File: src/rtl/bcspg_pkg.sv
// Shared types and constants of the battery charge-state percentage gauge.
package bcspg_pkg;

   localparam int TABLE_DEPTH = 8;
   localparam int SLACK_MV    = 10;

   typedef enum logic [1:0] {
      TBL_DISCHARGE = 2'd0,
      TBL_CHARGE    = 2'd1,
      TBL_CURRENT   = 2'd2
   } tbl_sel_type;

   typedef enum logic [1:0] {
      ST_DISCHARGE = 2'd0,
      ST_CHARGE    = 2'd1,
      ST_TRICKLE   = 2'd2,
      ST_FULL      = 2'd3
   } chg_state_type;

   localparam logic [2:0] REG_FULL_TARGET    = 3'd0;
   localparam logic [2:0] REG_TRICKLE_TARGET = 3'd1;
   localparam logic [2:0] REG_TRICKLE_MV     = 3'd2;
   localparam logic [2:0] REG_FULL_MV        = 3'd3;
   localparam logic [2:0] REG_FULL_RULE      = 3'd4;
   localparam logic [2:0] REG_CUR_SENSE      = 3'd5;
   localparam logic [2:0] REG_VPOINTS        = 3'd6;
   localparam logic [2:0] REG_CPOINTS        = 3'd7;

endpackage

File: src/rtl/battery_charge_state_percent_gauge_top.sv
// Battery charge-state and percentage gauge, top level.
//
// Input channel (req_*): each beat is a measurement sample (kind 0) or a
// table entry write (kind 1). A beat is taken when req_valid is high and
// req_stall is low; req_stall stays high while a sample is being worked on.
// Result channel (rsp_*): one beat per sample, none for a table write; the
// result register holds its beat while rsp_stall is high. The next sample
// is still taken, but it waits in its last step until the held beat leaves.
// Config port (csr_*): register index and data, written when csr_valid and
// csr_ready are high; csr_ready is always high.
// A sample walks the selected voltage table, one entry at a time
// (N entries in use at most; in trickle charge without current sensing it
// walks all N unless the voltage is at or below the first level). It may
// then walk the current table (M entries in use) or run a 23-step
// restoring divider for the interpolation. The next item can be taken in
// the cycle in which the result beat becomes valid. A table write is
// stored when it is taken and gives no result beat.
// Reset clears the detector, the shown percent and the sequencer and loads
// the register defaults; table contents stay unknown until written.
module battery_charge_state_percent_gauge_top #(
   parameter int TABLE_DEPTH = bcspg_pkg::TABLE_DEPTH
) (
   input  logic        clock,
   input  logic        reset,
   input  logic        req_valid,
   output logic        req_stall,
   input  logic        req_kind,
   input  logic        req_plugged_in,
   input  logic [12:0] req_voltage_mv,
   input  logic [11:0] req_current_ma,
   input  logic [1:0]  req_table_select,
   input  logic [2:0]  req_table_index,
   input  logic [12:0] req_point_level,
   input  logic [6:0]  req_point_percent,
   output logic        rsp_valid,
   input  logic        rsp_stall,
   output logic [1:0]  rsp_charge_state,
   output logic [6:0]  rsp_shown_percent,
   output logic [6:0]  rsp_direct_percent,
   input  logic        csr_valid,
   output logic        csr_ready,
   input  logic [2:0]  csr_index,
   input  logic [15:0] csr_data
);

   localparam int IW = (TABLE_DEPTH > 1) ? $clog2(TABLE_DEPTH) : 1;
   localparam int CW = $clog2(TABLE_DEPTH + 1);

   typedef enum logic [6:0] {
      S_IDLE  = 7'b0000001,
      S_VREAD = 7'b0000010,
      S_VCHK  = 7'b0000100,
      S_CREAD = 7'b0001000,
      S_CCHK  = 7'b0010000,
      S_DIV   = 7'b0100000,
      S_OUT   = 7'b1000000
   } fsm_type;

   // configuration registers
   logic [15:0] full_tgt_ff, trk_tgt_ff;
   logic [12:0] trk_mv_ff, full_mv_ff;
   logic        full_rule_ff, cur_sense_ff;
   logic [3:0]  vpts_ff, cpts_ff;

   assign csr_ready = 1'b1;

   always_ff @(posedge clock) begin
      if (reset) begin
         full_tgt_ff  <= 16'd10;
         trk_tgt_ff   <= 16'd10;
         trk_mv_ff    <= 13'd4100;
         full_mv_ff   <= 13'd4200;
         full_rule_ff <= 1'b1;
         cur_sense_ff <= 1'b0;
         vpts_ff      <= 4'd8;
         cpts_ff      <= 4'd8;
      end else if (csr_valid) begin
         case (csr_index)
            bcspg_pkg::REG_FULL_TARGET:    full_tgt_ff  <= csr_data;
            bcspg_pkg::REG_TRICKLE_TARGET: trk_tgt_ff   <= csr_data;
            bcspg_pkg::REG_TRICKLE_MV:     trk_mv_ff    <= csr_data[12:0];
            bcspg_pkg::REG_FULL_MV:        full_mv_ff   <= csr_data[12:0];
            bcspg_pkg::REG_FULL_RULE:      full_rule_ff <= csr_data[0];
            bcspg_pkg::REG_CUR_SENSE:      cur_sense_ff <= csr_data[0];
            bcspg_pkg::REG_VPOINTS:        vpts_ff      <= csr_data[3:0];
            bcspg_pkg::REG_CPOINTS:        cpts_ff      <= csr_data[3:0];
            default: ;
         endcase
      end
   end

   // table memories: level and percent per entry
   logic [19:0] dis_mem [TABLE_DEPTH];
   logic [19:0] chg_mem [TABLE_DEPTH];
   logic [19:0] cur_mem [TABLE_DEPTH];
   logic [19:0] vrd_ff, crd_ff;

   logic [IW-1:0] idx_ff, idx_in;
   logic          plug_ff;
   logic [12:0]   volt_ff;
   logic [11:0]   cur_ff;
   fsm_type       st_ff, st_in;

   logic acc;
   assign acc = req_valid && !req_stall;
   assign req_stall = (st_ff != S_IDLE);

   always_ff @(posedge clock) begin
      if (acc && req_kind && 32'(req_table_index) < TABLE_DEPTH) begin
         case (req_table_select)
            bcspg_pkg::TBL_DISCHARGE:
               dis_mem[IW'(req_table_index)] <= {req_point_level, req_point_percent};
            bcspg_pkg::TBL_CHARGE:
               chg_mem[IW'(req_table_index)] <= {req_point_level, req_point_percent};
            bcspg_pkg::TBL_CURRENT:
               cur_mem[IW'(req_table_index)] <= {req_point_level, req_point_percent};
            default: ;
         endcase
      end
      vrd_ff <= plug_ff ? chg_mem[idx_ff] : dis_mem[idx_ff];
      crd_ff <= cur_mem[idx_ff];
   end

   // clamped point counts
   logic [CW-1:0] n_c, m_c;
   always_comb begin
      if (vpts_ff < 4'd2)                n_c = CW'(2);
      else if (32'(vpts_ff) > TABLE_DEPTH) n_c = CW'(TABLE_DEPTH);
      else                               n_c = CW'(vpts_ff);
      if (cpts_ff < 4'd1)                m_c = CW'(1);
      else if (32'(cpts_ff) > TABLE_DEPTH) m_c = CW'(TABLE_DEPTH);
      else                               m_c = CW'(cpts_ff);
   end

   // full-charge detector, updated at sample acceptance
   logic [15:0] fcnt_ff, tcnt_ff;
   logic [12:0] peak_ff;
   logic [11:0] least_ff;
   logic [15:0] fcnt_in, tcnt_in;
   logic [12:0] peak_in;
   logic [11:0] least_in;
   logic signed [14:0] sv;

   always_comb begin
      sv = 15'(signed'({2'b00, req_voltage_mv}));
      fcnt_in = fcnt_ff; tcnt_in = tcnt_ff; peak_in = peak_ff; least_in = least_ff;
      if (!req_plugged_in) begin
         fcnt_in = '0; tcnt_in = '0; peak_in = '0; least_in = '0;
      end else begin
         if (tcnt_ff < trk_tgt_ff &&
             sv > 15'(signed'({2'b00, trk_mv_ff})) - 15'sd10)
            tcnt_in = tcnt_ff + 16'd1;
         if (15'(signed'({2'b00, peak_ff})) < sv - 15'sd10) begin
            peak_in = req_voltage_mv; tcnt_in = '0;
         end
         if (cur_sense_ff && (least_ff == '0 || least_ff > req_current_ma)) begin
            least_in = req_current_ma; tcnt_in = '0;
         end
         if (tcnt_in >= trk_tgt_ff ||
             (full_rule_ff && sv >= 15'(signed'({2'b00, full_mv_ff})) - 15'sd10)) begin
            if (fcnt_ff < full_tgt_ff) fcnt_in = fcnt_ff + 16'd1;
         end else fcnt_in = '0;
      end
   end

   always_ff @(posedge clock) begin
      if (reset) begin
         fcnt_ff <= '0; tcnt_ff <= '0; peak_ff <= '0; least_ff <= '0;
      end else if (acc && !req_kind) begin
         fcnt_ff <= fcnt_in; tcnt_ff <= tcnt_in; peak_ff <= peak_in; least_ff <= least_in;
      end
   end

   // sample datapath registers
   logic [19:0] prev_ff, prev_in;
   logic [CW-1:0] pos_ff, pos_in;
   logic [6:0]  pct_ff, pct_in;
   // divider: quotient = step*(hi-lo)/total, then lo +/- quotient
   logic [22:0] num_ff, num_in;      // dividend shifted out msb first
   logic [15:0] den_ff, den_in;
   logic [16:0] rem_ff, rem_in;
   logic [6:0]  quo_ff, quo_in;
   logic [4:0]  cnt_ff, cnt_in;
   logic [6:0]  lo_ff, lo_in;
   logic        neg_ff, neg_in;
   logic [6:0]  held_ff, held_in;
   logic        hv_ff, hv_in;
   logic        ov_ff, ov_in;
   logic [1:0]  os_ff;
   logic [6:0]  osh_ff, odp_ff;

   logic [1:0]  state_c;
   always_comb begin
      if (!plug_ff)                state_c = bcspg_pkg::ST_DISCHARGE;
      else if (fcnt_ff >= full_tgt_ff) state_c = bcspg_pkg::ST_FULL;
      else if (fcnt_ff != '0)      state_c = bcspg_pkg::ST_TRICKLE;
      else                         state_c = bcspg_pkg::ST_CHARGE;
   end

   // set up a division of step*(hi-lo) by total with step already clamped
   logic [15:0] d_step, d_tot;
   logic [6:0]  d_lo, d_hi;
   logic [6:0]  d_diff;
   logic [22:0] d_prod;

   logic [16:0] rem_sh;
   logic [6:0]  shown_c, fin_c;

   always_comb begin
      st_in = st_ff; idx_in = idx_ff; prev_in = prev_ff; pos_in = pos_ff;
      pct_in = pct_ff; num_in = num_ff; den_in = den_ff; rem_in = rem_ff;
      quo_in = quo_ff; cnt_in = cnt_ff; lo_in = lo_ff; neg_in = neg_ff;
      held_in = held_ff; hv_in = hv_ff; ov_in = ov_ff;
      d_step = '0; d_tot = 16'd1; d_lo = '0; d_hi = '0; d_diff = '0; d_prod = '0;
      rem_sh = '0; shown_c = '0; fin_c = '0;
      if (ov_ff && !rsp_stall) ov_in = 1'b0;
      case (st_ff)
         S_IDLE: begin
            if (acc && !req_kind) begin
               idx_in = '0; pos_in = '0; st_in = S_VREAD;
            end
         end
         S_VREAD: st_in = S_VCHK;   // read data registered this cycle
         S_VCHK: begin
            // walk: stop at first entry with volt <= level, or at entry n - 1
            if (volt_ff <= vrd_ff[19:7] || pos_ff == n_c - CW'(1)) begin
               if (volt_ff <= vrd_ff[19:7] && pos_ff == '0) begin
                  pct_in = '0; st_in = S_OUT;
               end else if ((!plug_ff && volt_ff > vrd_ff[19:7]) ||
                            state_c == bcspg_pkg::ST_FULL) begin
                  pct_in = 7'd100; st_in = S_OUT;
               end else if (state_c == bcspg_pkg::ST_TRICKLE) begin
                  if (cur_sense_ff) begin
                     idx_in = '0; pos_in = '0; st_in = S_CREAD;
                  end else if (pos_ff != n_c - CW'(1)) begin
                     // trickle ramp uses the last segment: walk on to it
                     prev_in = vrd_ff;
                     pos_in = pos_ff + CW'(1);
                     idx_in = IW'(pos_ff + CW'(1));
                     st_in = S_VREAD;
                  end else begin
                     // last segment, step = full counter, total = target
                     d_lo = prev_ff[6:0]; d_hi = vrd_ff[6:0];
                     d_tot = (full_tgt_ff == '0) ? 16'd1 : full_tgt_ff;
                     d_step = (fcnt_ff > d_tot) ? d_tot : fcnt_ff;
                     st_in = S_DIV;
                  end
               end else begin
                  // segment between previous and this entry
                  if (vrd_ff[19:7] <= prev_ff[19:7] || volt_ff >= vrd_ff[19:7]) begin
                     pct_in = vrd_ff[6:0]; st_in = S_OUT;
                  end else if (volt_ff <= prev_ff[19:7]) begin
                     pct_in = prev_ff[6:0]; st_in = S_OUT;
                  end else begin
                     d_lo = prev_ff[6:0]; d_hi = vrd_ff[6:0];
                     d_step = 16'(volt_ff - prev_ff[19:7]);
                     d_tot = 16'(vrd_ff[19:7] - prev_ff[19:7]);
                     st_in = S_DIV;
                  end
               end
               if (st_in == S_DIV) begin
                  neg_in = (d_hi < d_lo);
                  d_diff = neg_in ? d_lo - d_hi : d_hi - d_lo;
                  d_prod = 23'(d_step) * 23'(d_diff);
                  num_in = d_prod; den_in = d_tot; rem_in = '0; quo_in = '0;
                  cnt_in = 5'd23; lo_in = d_lo;
               end
            end else begin
               prev_in = vrd_ff;
               pos_in = pos_ff + CW'(1);
               idx_in = IW'(pos_ff + CW'(1));
               st_in = S_VREAD;
            end
         end
         S_CREAD: st_in = S_CCHK;
         S_CCHK: begin
            if ({1'b0, cur_ff} > crd_ff[19:7] || pos_ff == m_c - CW'(1)) begin
               pct_in = crd_ff[6:0]; st_in = S_OUT;
            end else begin
               pos_in = pos_ff + CW'(1);
               idx_in = IW'(pos_ff + CW'(1));
               st_in = S_CREAD;
            end
         end
         S_DIV: begin
            // restoring divider, one quotient bit a cycle
            rem_sh = {rem_ff[15:0], num_ff[22]};
            num_in = {num_ff[21:0], 1'b0};
            if (rem_sh >= {1'b0, den_ff}) begin
               rem_in = rem_sh - {1'b0, den_ff};
               quo_in = {quo_ff[5:0], 1'b1};
            end else begin
               rem_in = rem_sh;
               quo_in = {quo_ff[5:0], 1'b0};
            end
            cnt_in = cnt_ff - 5'd1;
            if (cnt_ff == 5'd1) begin
               pct_in = neg_ff ? lo_ff - quo_in : lo_ff + quo_in;
               st_in = S_OUT;
            end
         end
         S_OUT: begin
            if (!ov_ff || !rsp_stall) begin
               fin_c = (pct_ff > 7'd100) ? 7'd100 : pct_ff;
               shown_c = (plug_ff && state_c != bcspg_pkg::ST_FULL && fin_c == 7'd100)
                         ? 7'd99 : fin_c;
               if (!hv_ff) begin
                  held_in = shown_c; hv_in = 1'b1;
               end else if (plug_ff) begin
                  if (shown_c > held_ff) held_in = shown_c;
               end else if (shown_c < held_ff) held_in = shown_c;
               ov_in = 1'b1;
               pct_in = fin_c;
               st_in = S_IDLE;
            end
         end
         default: st_in = S_IDLE;
      endcase
   end

   always_ff @(posedge clock) begin
      if (reset) begin
         st_ff <= S_IDLE; hv_ff <= 1'b0; held_ff <= '0; ov_ff <= 1'b0;
      end else begin
         st_ff <= st_in; hv_ff <= hv_in; held_ff <= held_in; ov_ff <= ov_in;
      end
      idx_ff <= idx_in; prev_ff <= prev_in; pos_ff <= pos_in; pct_ff <= pct_in;
      num_ff <= num_in; den_ff <= den_in; rem_ff <= rem_in; quo_ff <= quo_in;
      cnt_ff <= cnt_in; lo_ff <= lo_in; neg_ff <= neg_in;
      if (acc && !req_kind) begin
         plug_ff <= req_plugged_in; volt_ff <= req_voltage_mv; cur_ff <= req_current_ma;
      end
      if (st_ff == S_OUT && (!ov_ff || !rsp_stall)) begin
         os_ff <= state_c; osh_ff <= held_in; odp_ff <= pct_in;
      end
   end

   assign rsp_valid          = ov_ff;
   assign rsp_charge_state   = os_ff;
   assign rsp_shown_percent  = osh_ff;
   assign rsp_direct_percent = odp_ff;

endmodule

File: config.mk
export PLATFORM = sky130hd
export DESIGN_NAME = battery_charge_state_percent_gauge_top
export DESIGN_NICKNAME = d
export VERILOG_FILES = /design/src/rtl/bcspg_pkg.sv /design/src/rtl/battery_charge_state_percent_gauge_top.sv
export SDC_FILE = /design/constraint.sdc
export NUM_CORES = 2
export LEC_CHECK = 0
export BUFFER_PORTS_ARGS = -buffer_cell sky130_fd_sc_hd__buf_4
export CORE_UTILIZATION = 65
export CTS_BUF_LIST = sky130_fd_sc_hd__clkbuf_16
export CTS_CLUSTER_SIZE = 28
export DETAILED_ROUTE_END_ITERATION = 10
export PLACE_DENSITY = 0.85
export SKIP_CTS_REPAIR_TIMING = 1
export SYNTH_ARGS = -nofsm -noshare
export SYNTH_HDL_FRONTEND = slang
export SYNTH_SLANG_ARGS = --single-unit
export TNS_END_PERCENT = 10
File: constraint.sdc
create_clock -name clock -period 20.2 [get_ports clock]
set_input_delay 4.04 -clock clock [delete_from_list [all_inputs] [get_ports clock]]
set_output_delay 4.04 -clock clock [all_outputs]
set_load 0.01 [all_outputs]
## Word level (Yosys, flattened, before mapping)

Memory sizes are Yosys's and may differ from the RTL's. A register that Yosys moved wholly into a read port is not among the register bits.
Index checks and enable logic that the tools add are counted.

- Memories: 3
- Register bits: 311
- Bits in writable memories: 480
- Input port bits: 76

- Reductions and logical operators: 50
- Multipliers: 1
- Mux-type cells: 142
- Magnitude comparators: 24
- Eq/ne operators: 44
- Add/subtract/negate cells: 16

Memories:

| memory | words | width | read ports | clocked after memory_dff | wr ports | line | text |
|---|---|---|---|---|---|---|---|
| chg_mem | 8 | 20 | 1 | 1 | 1 | battery_charge_state_percent_gauge_top.sv:94 | `logic [19:0] chg_mem [TABLE_DEPTH];` |
| cur_mem | 8 | 20 | 1 | 1 | 1 | battery_charge_state_percent_gauge_top.sv:95 | `logic [19:0] cur_mem [TABLE_DEPTH];` |
| dis_mem | 8 | 20 | 1 | 1 | 1 | battery_charge_state_percent_gauge_top.sv:93 | `logic [19:0] dis_mem [TABLE_DEPTH];` |

Operator list:

| cell | number |
|---|---|
| $mux W16 | 27 |
| $mux W7 | 50 |
| $mux W20 | 7 |
| $pmux W7 S7 | 1 |
| $mux W4 | 12 |
| $mux W23 | 2 |
| $pmux W23 S2 | 1 |
| $sub A13 B4 Y14 const B | 3 |
| $le A13 B13 Y1 | 3 |
| $add A16 B1 Y16 const B | 2 |
| $ge A16 B16 Y1 | 2 |
| $lt A16 B16 Y1 | 2 |
| $pmux W16 S2 | 1 |
| $mux W3 | 10 |
| $pmux W7 S4 | 1 |
| $sub A13 B13 Y14 | 2 |
| $mux W13 | 2 |
| $mux W12 | 2 |
| $mux W6 | 4 |
| $reduce_and A2 Y1 | 12 |
| $mul A16 B7 Y23 | 1 |
| $sub A7 B7 Y7 | 3 |
| $ne A2 B2 Y1 const B | 10 |
| $ge A17 B16 Y1 | 1 |
| other kinds (61) | 116 |

## Logic depth before layout (Yosys ltp)

- Depth after elaboration: 18
- Depth in mapped cells: 43

## Worst setup path before layout

No wires, ideal clock.

- Path type: reg-to-reg
- Start point: reg prev_ff[7]
- End point: reg num_ff[22], data pin
- Period minus slack after synthesis: 9.298 ns
- Data required time: 19.933 ns
- Data arrival time: 9.031 ns
- Library setup time: 0.267 ns
- Path slack: 10.902 ns
- Buffers on the path: 3
- Cell stages (with the launch flop): 40
- Path through: edfxtp_1 > ha_1 > inv_1 > fa_1 > a21oi_1 > o21bai_1 > a221oi_1 > o21a_1 > a21bo_2 > nor3_1 > nor2_1 > nor2_1 > clkbuf_1 > nand2_1 > ha_1 > a21o_1 > a41oi_1 > a21oi_2 > [... 4 more ...] > clkbuf_1 > nor3_1 > fa_1 > fa_1 > fa_1 > inv_1 > fa_1 > inv_1 > ha_1 > a41o_1 > a21oi_1 > o211ai_1 > nand3b_1 > a21oi_1 > nor3b_1 > a21oi_1 > xnor2_1 > o21ai_0

- Word-level cells in the longest chain between the ends: 14

RTL lines:

| what | line | text |
|---|---|---|
| start: declaration | battery_charge_state_percent_gauge_top.sv:175 | `logic [19:0] prev_ff, prev_in;` |
| start signal: assignment | battery_charge_state_percent_gauge_top.sv:327 | `idx_ff <= idx_in; prev_ff <= prev_in; pos_ff <= pos_in; pct_ff <= pct_in;` |
| $le A13 B13 Y1 (on tied branches) | battery_charge_state_percent_gauge_top.sv:252, battery_charge_state_percent_gauge_top.sv:250 |  |
| $mux W7 or $logic_or A1 B1 Y1 (tied branches) | battery_charge_state_percent_gauge_top.sv:252, battery_charge_state_percent_gauge_top.sv:250 |  |
| $mux W7 | battery_charge_state_percent_gauge_top.sv:250 | `if (vrd_ff[19:7] <= prev_ff[19:7] \|\| volt_ff >= vrd_ff[19:7]) begin` |
| $mux W7 | battery_charge_state_percent_gauge_top.sv:232 | `end else if (state_c == bcspg_pkg::ST_TRICKLE) begin` |
| $mux W7 | battery_charge_state_percent_gauge_top.sv:229 | `end else if ((!plug_ff && volt_ff > vrd_ff[19:7]) \|\|` |
| $mux W7 | battery_charge_state_percent_gauge_top.sv:227 | `if (volt_ff <= vrd_ff[19:7] && pos_ff == '0) begin` |
| $mux W7 | battery_charge_state_percent_gauge_top.sv:226 | `if (volt_ff <= vrd_ff[19:7] \|\| pos_ff == n_c - CW'(1)) begin` |
| $mux W7 | battery_charge_state_percent_gauge_top.sv:217 | `case (st_ff)` |
| $sub A7 B7 Y7 or $lt A7 B7 Y1 (tied branches) | battery_charge_state_percent_gauge_top.sv:263, battery_charge_state_percent_gauge_top.sv:262 |  |
| $mux W7 | battery_charge_state_percent_gauge_top.sv:263 | `d_diff = neg_in ? d_lo - d_hi : d_hi - d_lo;` |
| $mul A16 B7 Y23 (*) | battery_charge_state_percent_gauge_top.sv:264 | `d_prod = 23'(d_step) * 23'(d_diff);` |
| $mux W23 (*) | battery_charge_state_percent_gauge_top.sv:261 | `if (st_in == S_DIV) begin` |
| $mux W23 (*) | battery_charge_state_percent_gauge_top.sv:226 |  |
| $pmux W23 S2 (*) | battery_charge_state_percent_gauge_top.sv:217 |  |
| named net num_in[22] | battery_charge_state_percent_gauge_top.sv:179 | `logic [22:0] num_ff, num_in;` |
| end signal: assignment | battery_charge_state_percent_gauge_top.sv:328 | `num_ff <= num_in; den_ff <= den_in; rem_ff <= rem_in; quo_ff <= quo_in;` |
| end: declaration | battery_charge_state_percent_gauge_top.sv:179 |  |

Mark *: on every way through the listed nets, which the timed path passes. The rest lies on a longest branch. The select of a mux whose other input is x is not followed.
A chain may end at the register's enable or synchronous reset.

## Worst setup path after layout

- Start point: reg full_tgt_ff[5]
- End point: reg num_ff[22], data pin

- Word-level cells in the longest chain between the ends: 15

RTL lines:

| what | line | text |
|---|---|---|
| start: declaration | battery_charge_state_percent_gauge_top.sv:60 | `logic [15:0] full_tgt_ff, trk_tgt_ff;` |
| start signal: assignment | battery_charge_state_percent_gauge_top.sv:79 | `bcspg_pkg::REG_FULL_TARGET: full_tgt_ff <= csr_data;` |
| $ge A16 B16 Y1 or $logic_not A16 Y1 (tied branches) | battery_charge_state_percent_gauge_top.sv:195, battery_charge_state_percent_gauge_top.sv:244 |  |
| $mux W2 or $mux W16 (tied branches) | battery_charge_state_percent_gauge_top.sv:195, battery_charge_state_percent_gauge_top.sv:244 |  |
| $mux W2 or $gt A16 B16 Y1 (tied branches) | battery_charge_state_percent_gauge_top.sv:194, battery_charge_state_percent_gauge_top.sv:245 |  |
| $eq A2 B2 Y1 (tied with other cells) | battery_charge_state_percent_gauge_top.sv:232 |  |
| $mux W7 (tied with other cells) | battery_charge_state_percent_gauge_top.sv:232 |  |
| $mux W7 or $mux W16 (tied branches) | battery_charge_state_percent_gauge_top.sv:229, battery_charge_state_percent_gauge_top.sv:233 |  |
| $mux W7 or $mux W16 (tied branches) | battery_charge_state_percent_gauge_top.sv:227, battery_charge_state_percent_gauge_top.sv:232 |  |
| $mux W7 or $mux W16 (tied branches) | battery_charge_state_percent_gauge_top.sv:226, battery_charge_state_percent_gauge_top.sv:229 |  |
| $mux W7 or $mux W16 (tied branches) | battery_charge_state_percent_gauge_top.sv:217, battery_charge_state_percent_gauge_top.sv:227 |  |
| $sub A7 B7 Y7 (tied with other cells) | battery_charge_state_percent_gauge_top.sv:263 |  |
| $mux W7 or $mux W16 (tied branches) | battery_charge_state_percent_gauge_top.sv:263, battery_charge_state_percent_gauge_top.sv:217 |  |
| $mul A16 B7 Y23 (*) | battery_charge_state_percent_gauge_top.sv:264 |  |
| $mux W23 (*) | battery_charge_state_percent_gauge_top.sv:261 |  |
| $mux W23 (*) | battery_charge_state_percent_gauge_top.sv:226 |  |
| $pmux W23 S2 (*) | battery_charge_state_percent_gauge_top.sv:217 |  |
| named net num_in[22] | battery_charge_state_percent_gauge_top.sv:179 |  |

Marked as above.

==> results.ini <==
[outcome]
outcome = finished clean

[final_layout]
layout-drive-gt1-share_pct = 14.3
nets = 3858
areaGrowthSynthToFinish_pct = 10.5
fin_util_pct = 72.8
fill_cells = 3930

[timing]
rsz0062_at_grt = no
slew_viol_final = 0
fmax_mhz = 94.1
max_slew_margin_pct = 12.9
setup_tns_ps = 0
worstMarginPinSlew_ps = 1310
fin_crit_sh_pct = 52.6
fin_skew_ps = 19.4
setup_viol = 0
hold_viol = 0
min_period_ps = 10630

[detailed_routing]
finalWirelength_mm = 114
drt_iter0_drc = 3283
routedWlPerCell_um = 26.1
dr.pass1.iters = 6
antenna_left = 0
drc_errors = 0
viasPerCell = 6.61
vias = 28800

[placement]
finalWeightedCongestion = 0.934
portBuffers = 93
place_hpwl_mm = 72.5

[die]
die_height_um = 255
dieArea_um2 = 65000
ios = 95
core_region_area_um2 = 63200
placementRows = 92
die_w_um = 255
start_util_pct = 65.9

[worst_setup_path]
worst_path_dominant_cell_family = adder cells
cp_max_fo = 31
crit_buf_inv = 5
critPathRequiredTime_ps = 20570
path_class = reg2reg
critPathCaptureType = flop
ff2ff_setup_slack_ps = 9570
reg2reg_to = num_ff[22]$_DFFE_PP_
worstPathArrival_ps = 11000
cp_slowest_cell = and2_1
startpoint = full_tgt_ff[5]$_SDFFE_PP0P_
worst_setup_path_start_kind = flop
reg2regPathDepth = 38
max_stage_delay_ps = 660
r2r_start = full_tgt_ff[5]$_SDFFE_PP0P_

[synthesis]
synth_most_common_cell = edfxtp_1
yosysWarnings = 0
synth_edf_count = 620
synth_area_um2 = 41600
post-synth-top-area-fraction_pct = 44.7
synth.largest_area_cell = edfxtp_1
yosysSeqAreaShare_pct = 53.9
synth.area.top_cells = edfxtp_1 (45%), dfxtp_1 (9.2%), ha_1 (7.8%), mux4_2 (7.6%), fa_1 (3.6%)
yosysUniqueCellTypes = 84
synthCells = 3341
async_flop_share_pct = 0
ys_ff_latch = 811
yosys-top-cells-count = edfxtp_1 (620), nor2_1 (296), ha_1 (260)
synth_area_per_cell_um2 = 12.5
synth-main-ff-cell = edfxtp_1
synthesis.nets = 3752

[hold_path]
hold_class = reg2reg
min_from = trk_tgt_ff[15]$_SDFFE_PP0P_
hold_end = trk_tgt_ff[15]$_SDFFE_PP0P_
hold_depth = 2

[global_route]
grt_pass1_wl_mm = 170
grtUsageTotal_pct = 35.2
first_global_vias = 29000
antenna_found_initial = 1
grt_overflow = 0
grt_max_degree = 81

[power]
leakage_nw = 17.4
power_density_nw_per_um2 = 101
vdd_drop_max_v = 0.0000883
total_power_mw = 4.65

[clock_network]
cts-root-buf = clkbuf_16
clk_path_buf_depth = 3
cts.htree.levels = 3
clk_pin_slew_ps = 60
cts_buffers = 83
clock_sinks = 811
cts_tree = built
insertion_delay_ps = 650

[job]
cap_viol_max_count = 0

final cells by class:
class | count | area (um^2) | share of cell area [%]
Timing Repair Buffer | 141 | 1060 | 2.30
Inverter | 245 | 920 | 2.00
Multi-Input combinational cell | 2165 | 17900 | 39.0
Clock buffer | 84 | 2100 | 4.57
Tap cell | 846 | 1060 | 2.30
Sequential cell | 811 | 22400 | 48.8
Clock inverter | 70 | 473 | 1.03
Antenna cell | 1 | 2.50 | 0.00544
worst max-delay path by stage:
stage / end / slack, ps / depth (start not counted)
floorplan: num_ff[22]$_DFFE_PP_ / 10900 / 39
global placement: num_ff[22]$_DFFE_PP_ / 10010 / 38
detailed placement: num_ff[22]$_DFFE_PP_ / 9690 / 38
CTS: num_ff[22]$_DFFE_PP_ / 9680 / 38
global route: num_ff[22]$_DFFE_PP_ / 8740 / 39
finish: num_ff[22]$_DFFE_PP_ / 9570 / 38
worst reg2reg max path, delay by kind of cell (launching register included):
kind / cells / cell delay, ps
AO/OA/AOI/OAI: 15 / 3000
XOR/XNOR: 1 / 160
adder cells (fa/ha/maj): 7 / 3140
buffers and inverters: 5 / 780
flip-flops: 1 / 440
multiplexers: 1 / 360
AND/OR/NAND/NOR: 9 / 2500
layout by cell type (no fill, tap or decap), drive strengths merged, types with 12 or more instances in the layout:
cell,netlist,final
edfxtp,620,620
nor2,296,296
inv,245,280
ha,260,260
nand2,232,232
a21oi,203,203
dfxtp,191,191
buf,24,141
mux4,140,140
o21ai,99,99
clkbuf,96,84
xnor2,79,79
fa,75,75
nand3,63,63
a21o,59,59
nor2b,59,59
xor2,49,49
nor3,48,48
a22oi,44,44
mux2,35,35
nand4,35,35
nand2b,33,33
or2,31,31
and2,30,30
clkinv,0,28
a31oi,27,27
and3,27,27
nor4,20,20
a211o,19,19
o21a,17,17
mux2i,17,17
a211oi,16,16
or3,14,14
nand3b,14,14
and4,13,13
nor3b,12,12
logic make-up (layout without fill, tap and decap cells):
group / after synthesis / in the layout / share of synthesized area, %
simple gates: 942 / 942 / 11.0
buf+inv: 365 / 540 / 3.36
flops: 811 / 811 / 53.9
xor+xnor: 128 / 128 / 2.69
other cells: 1 / 2 / 0.00901
mux: 192 / 192 / 8.93
compound gates: 567 / 567 / 8.66
fa+ha+maj: 335 / 335 / 11.4
registers in the layout, summed over array words and instances, names as in the netlist, 16 cells and up, named ones only:
signal / count
fcnt_ff: 16
crd_ff: 20
den_ff: 16
cur_mem: 160
dis_mem: 160
chg_mem: 160
vrd_ff: 20
tcnt_ff: 16
rem_ff: 16
prev_ff: 20
num_ff: 23
trk_tgt_ff: 16
full_tgt_ff: 16
power breakdown:
group	switching [mW]	internal, mW	total (mW)	leakage (nW)
sequential	0.111	1.89	2.00	7.12
combinational	0.674	0.512	1.19	8.95
clock	0.667	0.800	1.47	1.36
total	1.45	3.20	4.65	17.4
routing by layer:
layer	routed length (um)	GRT usage [%]	share of wire, %	vias up
li1	-	-	-	12500
met1	40900	43.5	36	14300
met2	57000	60.0	50	1675
met3	9940	6.41	8.7	388
met4	5830	17.3	5.1	0
met5	0	0	0	-
metrics by stage:
| stage | cell area, um^2 | instances | setup slack (ps) | hold slack (ps) |
|---|---|---|---|---|
| after detailed placement | 43400 | 4208 | 9690 | 450 |
| after global placement | 43400 | 4208 | 10010 | 445 |
| after floorplan | 41600 | 3341 | 10900 | 422 |
| after CTS | 46000 | 4362 | 9680 | 457 |
| after global routing | 46000 | 4362 | 8740 | 480 |
| final | 46000 | 4363 | 9570 | 460 |
Power figures use the tool's default switching activity.
